### src/rtl/bdip_pkg.sv
// shared types and constants of the box-average image pyramid
package bdip_pkg;

  localparam int PIX_W      = 8;
  localparam int POS_W      = 9;
  localparam int CNT_W      = 10;
  localparam int DIM_W      = 11;
  localparam int LVL_W      = 3;
  localparam int PAIR_W     = 9;
  localparam int CFG_IDX_W  = 2;
  localparam int CFG_DATA_W = 11;
  localparam int MAX_HEIGHT = 1024;

  typedef enum logic [CFG_IDX_W-1:0] {
    REG_IMAGE_WIDTH    = 2'd0,
    REG_IMAGE_HEIGHT   = 2'd1,
    REG_PYRAMID_LEVELS = 2'd2
  } cfg_reg_t;

  // input request payload
  typedef struct packed {
    logic [PIX_W-1:0] pixel;
    logic             frame_start;
  } pix_t;

  // result request payload
  typedef struct packed {
    logic [LVL_W-1:0] level;
    logic [POS_W-1:0] column;
    logic [POS_W-1:0] row;
    logic [PIX_W-1:0] value;
    logic             last_of_run;
  } res_t;

  // token handed from one cell to the next
  typedef struct packed {
    logic             valid;
    logic             frame_start;
    logic             pix_valid;
    logic [PIX_W-1:0] pix;
  } link_t;

  // clamped frame geometry
  typedef struct packed {
    logic [DIM_W-1:0] width;
    logic [DIM_W-1:0] height;
    logic [LVL_W-1:0] levels;
  } geom_t;

endpackage

### src/rtl/bdip_outq.sv
// result queue: holds per-pixel result groups and sends them out one result at a time
module bdip_outq #(
  parameter int SLOTS   = 4,
  parameter int DEPTH   = 16,
  parameter int RESERVE = 6
) (
  input  logic                       clk,
  input  logic                       rst,
  input  logic                       push,
  input  bdip_pkg::res_t [SLOTS-1:0] slots_in,
  input  logic [SLOTS-1:0]           slot_valid_in,
  output logic                       res_valid,
  input  logic                       res_stall,
  output bdip_pkg::res_t             res_data,
  output logic                       nearly_full
);

  localparam int PW = $clog2(DEPTH);
  localparam int SW = (SLOTS > 1) ? $clog2(SLOTS) : 1;
  localparam logic [PW:0] LIMIT = (PW+1)'(DEPTH - RESERVE);

  bdip_pkg::res_t [SLOTS-1:0] grp_mem [DEPTH];
  logic [SLOTS-1:0]           gv_mem  [DEPTH];
  logic [PW-1:0]              wr_ptr;
  logic [PW-1:0]              rd_ptr;
  logic [PW:0]                count;
  logic [SW-1:0]              sel;
  bdip_pkg::res_t [SLOTS-1:0] head;
  logic [SLOTS-1:0]           head_valid;
  logic [SLOTS:0]             more;
  logic                       last;
  logic                       take;
  logic                       pop;

  assign head       = grp_mem[rd_ptr];
  assign head_valid = gv_mem[rd_ptr];
  assign more       = {1'b0, head_valid} >> sel;
  assign last       = ~more[1];
  assign res_valid  = (count != '0);
  assign take       = res_valid & ~res_stall;
  assign pop        = take & last;
  assign nearly_full = (count >= LIMIT);

  always_comb begin
    res_data             = head[sel];
    res_data.last_of_run = last;
  end

  always_ff @(posedge clk) begin
    if (push) begin
      grp_mem[wr_ptr] <= slots_in;
      gv_mem[wr_ptr]  <= slot_valid_in;
    end
  end

  always_ff @(posedge clk) begin
    if (rst) begin
      wr_ptr <= '0;
      rd_ptr <= '0;
      count  <= '0;
      sel    <= '0;
    end else begin
      if (push) begin
        wr_ptr <= wr_ptr + 1'b1;
      end
      if (pop) begin
        rd_ptr <= rd_ptr + 1'b1;
        sel    <= '0;
      end else if (take) begin
        sel <= sel + 1'b1;
      end
      count <= count + (PW+1)'(push) - (PW+1)'(pop);
    end
  end

endmodule

### config.mk
export PLATFORM = sky130hd
export DESIGN_NAME = bdip_outq
export DESIGN_NICKNAME = d
export VERILOG_FILES = /design/src/rtl/bdip_pkg.sv /design/src/rtl/bdip_outq.sv
export SDC_FILE = /design/constraint.sdc
export NUM_CORES = 1
export LEC_CHECK = 0
export BUFFER_PORTS_ARGS = -buffer_cell sky130_fd_sc_hd__buf_2
export CORE_MARGIN = 2
export CORE_UTILIZATION = 53
export CTS_CLUSTER_SIZE = 24
export DETAILED_ROUTE_END_ITERATION = 8
export PLACE_DENSITY_LB_ADDON = 0.12
export SYNTH_ARGS = -nofsm -noshare
export SYNTH_HDL_FRONTEND = slang
export SYNTH_SLANG_ARGS = --single-unit
### constraint.sdc
create_clock -name clk -period 7.3 [get_ports clk]
set_input_delay 1.095 -clock clk [delete_from_list [all_inputs] [get_ports clk]]
set_output_delay 1.095 -clock clk [all_outputs]
set_load 0.02 [all_outputs]
==> impl_results.md <==
* Status: completed
* Total die area at 141000 um^2
* Post-synthesis cell count at about 2800
* Via count at 31700
* Multi-input gate area at approximately 15000 um^2
* Starting Density at 53.2%
* Largest cells by area after synthesis: edfxtp_1 (78%), mux4_2 (19%), dfxtp_1 (0.52%)
* Syn Std Cell Area at 73000 um^2
* P&R area growth vs syn at 12.3%
* Crit share post-route at between 70% and 80%
* Largest net degree at the start of global routing at 120
* RSZ-0062 raised after global routing: no
* Crit-path cells: buf_12, mux4_2, mux4_2, mux4_2, buf_2
* Util after Layout at 59.8%
* Worst hold path class: flop to flop
* Synth warn at 0
* Post-CTS Hold Buffers at 0
* Post-synth EDFFs at 1904
* RePlAce Congestion at about 0.74
* Synth top area share at 78.3%
* Setup Crit Path Kind: flop to primary output
* Layout cells sized above 1 at 34.0%
* Crit end category: primary output
* DR top layer: met5
* Top FF cell, synth: edfxtp_1
* Min cycle time layout at 5.54 ns
* Setup Buffers After CTS at 0
* Worst Path Arrival at 4.44 ns
* Syn Area/Cell at 26.0 um^2
* Slowest cell on the critical path: dfxtp_4
* CTS buffer count at 190
* FFs w/ async S/R, synth at 0%
* Starting DRT DRC Count at 3847
* Initial DRT Pass Iterations at 7
* CTS tree: built
* Final Max Tran Viols at 0
* Max-cap violations at 0
* Clock Root Buffer: clkbuf_16
* First-pass GRT wire length at between 200000 and 250000 um
* Die width at 375 um
* Clock Sinks at 1923
* Layout Cell Area excl Fill at 82000 um^2
* Synth cell types at 40
* Port Buffers at 154
* Crit start category: flop
* # DRC at 0
* Area leader, netlist: edfxtp_1
* Post_cts resized at 0
* GRT Residual Overflow at 0
* Max transition margin at 24.1%
* Yosys reg bits at between 1500 and 2000
* Crit path required time at approximately 6.2 ns
* FF+latch area at 57600 um^2
* Pwr/cell area at 305 nW/um^2
* Max incr delay on CP at 0.98 ns
* Most used cell, CP: mux4_2
* Fillcell total at 9377
* Leakage power at 0.0247 uW
* Vias per Instance at 6.33
* Setup TNS at 0 ns
* Die Height at 375 um
* Clk_lat worst skew at around 0.80 ns
* Vias in the first global route at 33200
* Initial antenna violation count at 45
* Most frequent cells in the layout: edfxtp_1 (1904), mux4_2 (618), clkbuf_16 (197), buf_2 (154), clkinv_1 (48)
* VDD IR max at 0.000198 V
* Drt wl/cell at 32.9 um
* Wl on met1 at 68200 um
* Final Hold Vio Count at 0
* Synth Net Count at 2956
* H-Tree Depth at 4
* Post-placement cell area at 76100 um^2
* I/O pin total at 160
* Most common cell after layout, fill and taps aside: edfxtp_1
* Drt total wl at 165000 um
* CP max FO at 88
* Remaining antenna violation count at 0
* Met3 wire length at 12600 um
* Longest Clk Path Bufs at 3
* Final setup fails at 0
* Nets at about 3200
* Clk pin slew, worst setup/hold paths at 0.06 ns
* CORE AREA at 137000 um^2
* Peak Freq at 0.181 GHz
* Total track usage at 23.9%
* Rows at 136
* Worst slew pin tran at 1.14 ns
* HPWL after DPL at approximately 81000 um
* Post-route clock skew at 0.0245 ns
* Seq/Total Area, Yosys at roughly four fifths
* Met2 wire len at 80900 um
## path summary, 6_finish.rpt
check	start	to	slack (ns)	depth (start not counted)
max	flop	res_data[22]	1.76	5
min	rd_ptr[3]$_SDFFE_PP0P_	rd_ptr[3]$_SDFFE_PP0P_	0.53	2
max reg2reg	flop	count[4]$_SDFF_PP0_	3.09	14
min reg2reg	rd_ptr[3]$_SDFFE_PP0P_	rd_ptr[3]$_SDFFE_PP0P_	0.53	2
## synth_stat cells, types with 2 or more instances
| cell | count |
|---|---|
| mux4_2 | 618 |
| xnor2_1 | 2 |
| nor2_1 | 20 |
| nor2b_1 | 4 |
| mux2_2 | 5 |
| buf_4 | 6 |
| xor2_1 | 4 |
| clkbuf_1 | 68 |
| and2_1 | 16 |
| dfxtp_1 | 19 |
| o211ai_1 | 2 |
| mux2i_1 | 8 |
| o21ai_0 | 2 |
| edfxtp_1 | 1904 |
| nand4_1 | 2 |
| a22oi_1 | 2 |
| inv_1 | 11 |
| nand2_1 | 8 |
| o31ai_1 | 3 |
| buf_1 | 22 |
| a21oi_1 | 7 |
| ha_1 | 13 |
| nand2b_1 | 3 |
| o221ai_1 | 2 |
| or4_1 | 2 |
| buf_2 | 47 |
## stage by stage
stage	setup WS (ns)	cells	hold WS, ns	power [uW]
after floorplan	2.39	2814	0.463	15100
after global placement	2.49	4664	0.465	16000
after detailed placement	2.46	4664	0.510	16100
after CTS	1.60	4998	0.523	25200
after global routing	1.50	5002	0.561	25800
final	1.76	5014	0.534	25000
## sequential cells by signal, indices dropped and copies added (netlist names), named ones only
signal,cells
gv_mem,48
grp_mem,1856
rd_ptr,4
count,5
sel,2
wr_ptr,4
## where the power goes
group	switching, uW	leakage [uW]	internal (uW)	total, uW
Clock	3920	0.00285	5280	9200
Combinational	1650	0.00450	1710	3360
Sequential	112	0.0174	12300	12400
## kinds of logic (layout without fill, tap and decap cells)
kind of cell,after synthesis,after routing,synth area share (%)
multiplexers,631,631,19.2
adder cells (fa/ha/maj),14,14,0.250
XOR/XNOR,6,6,0.0720
AND/OR/NAND/NOR,61,61,0.454
buffers and inverters,155,545,0.918
flip-flops,1923,1923,78.8
AO/OA/AOI/OAI,24,24,0.242
other,0,16,0
## area by class of cell
class / count / share of cell area [%]
Antenna cell: 16 / 0.0488
Timing Repair Buffer: 200 / 1.71
Tap cell: 1794 / 2.74
Inverter: 11 / 0.0519
Sequential cell: 1923 / 70.2
Clock inverter: 94 / 0.901
Multi-Input combinational cell: 736 / 18.1
Clock buffer: 240 / 6.21
## layer usage
metal | vias up | global-route usage [%]
met5 | - | 0
met4 | 26 | 5.86
met3 | 252 | 5.20
met2 | 1188 | 38.1
met1 | 17400 | 34.5
li1 | 12900 | -
## worst max-delay path, delay by kind of cell, from the launching register on
family	cells	cell delay [ns]
flops	1	0.98
mux	3	1.75
buf+inv	2	0.81
Power figures use the tool's default switching activity.
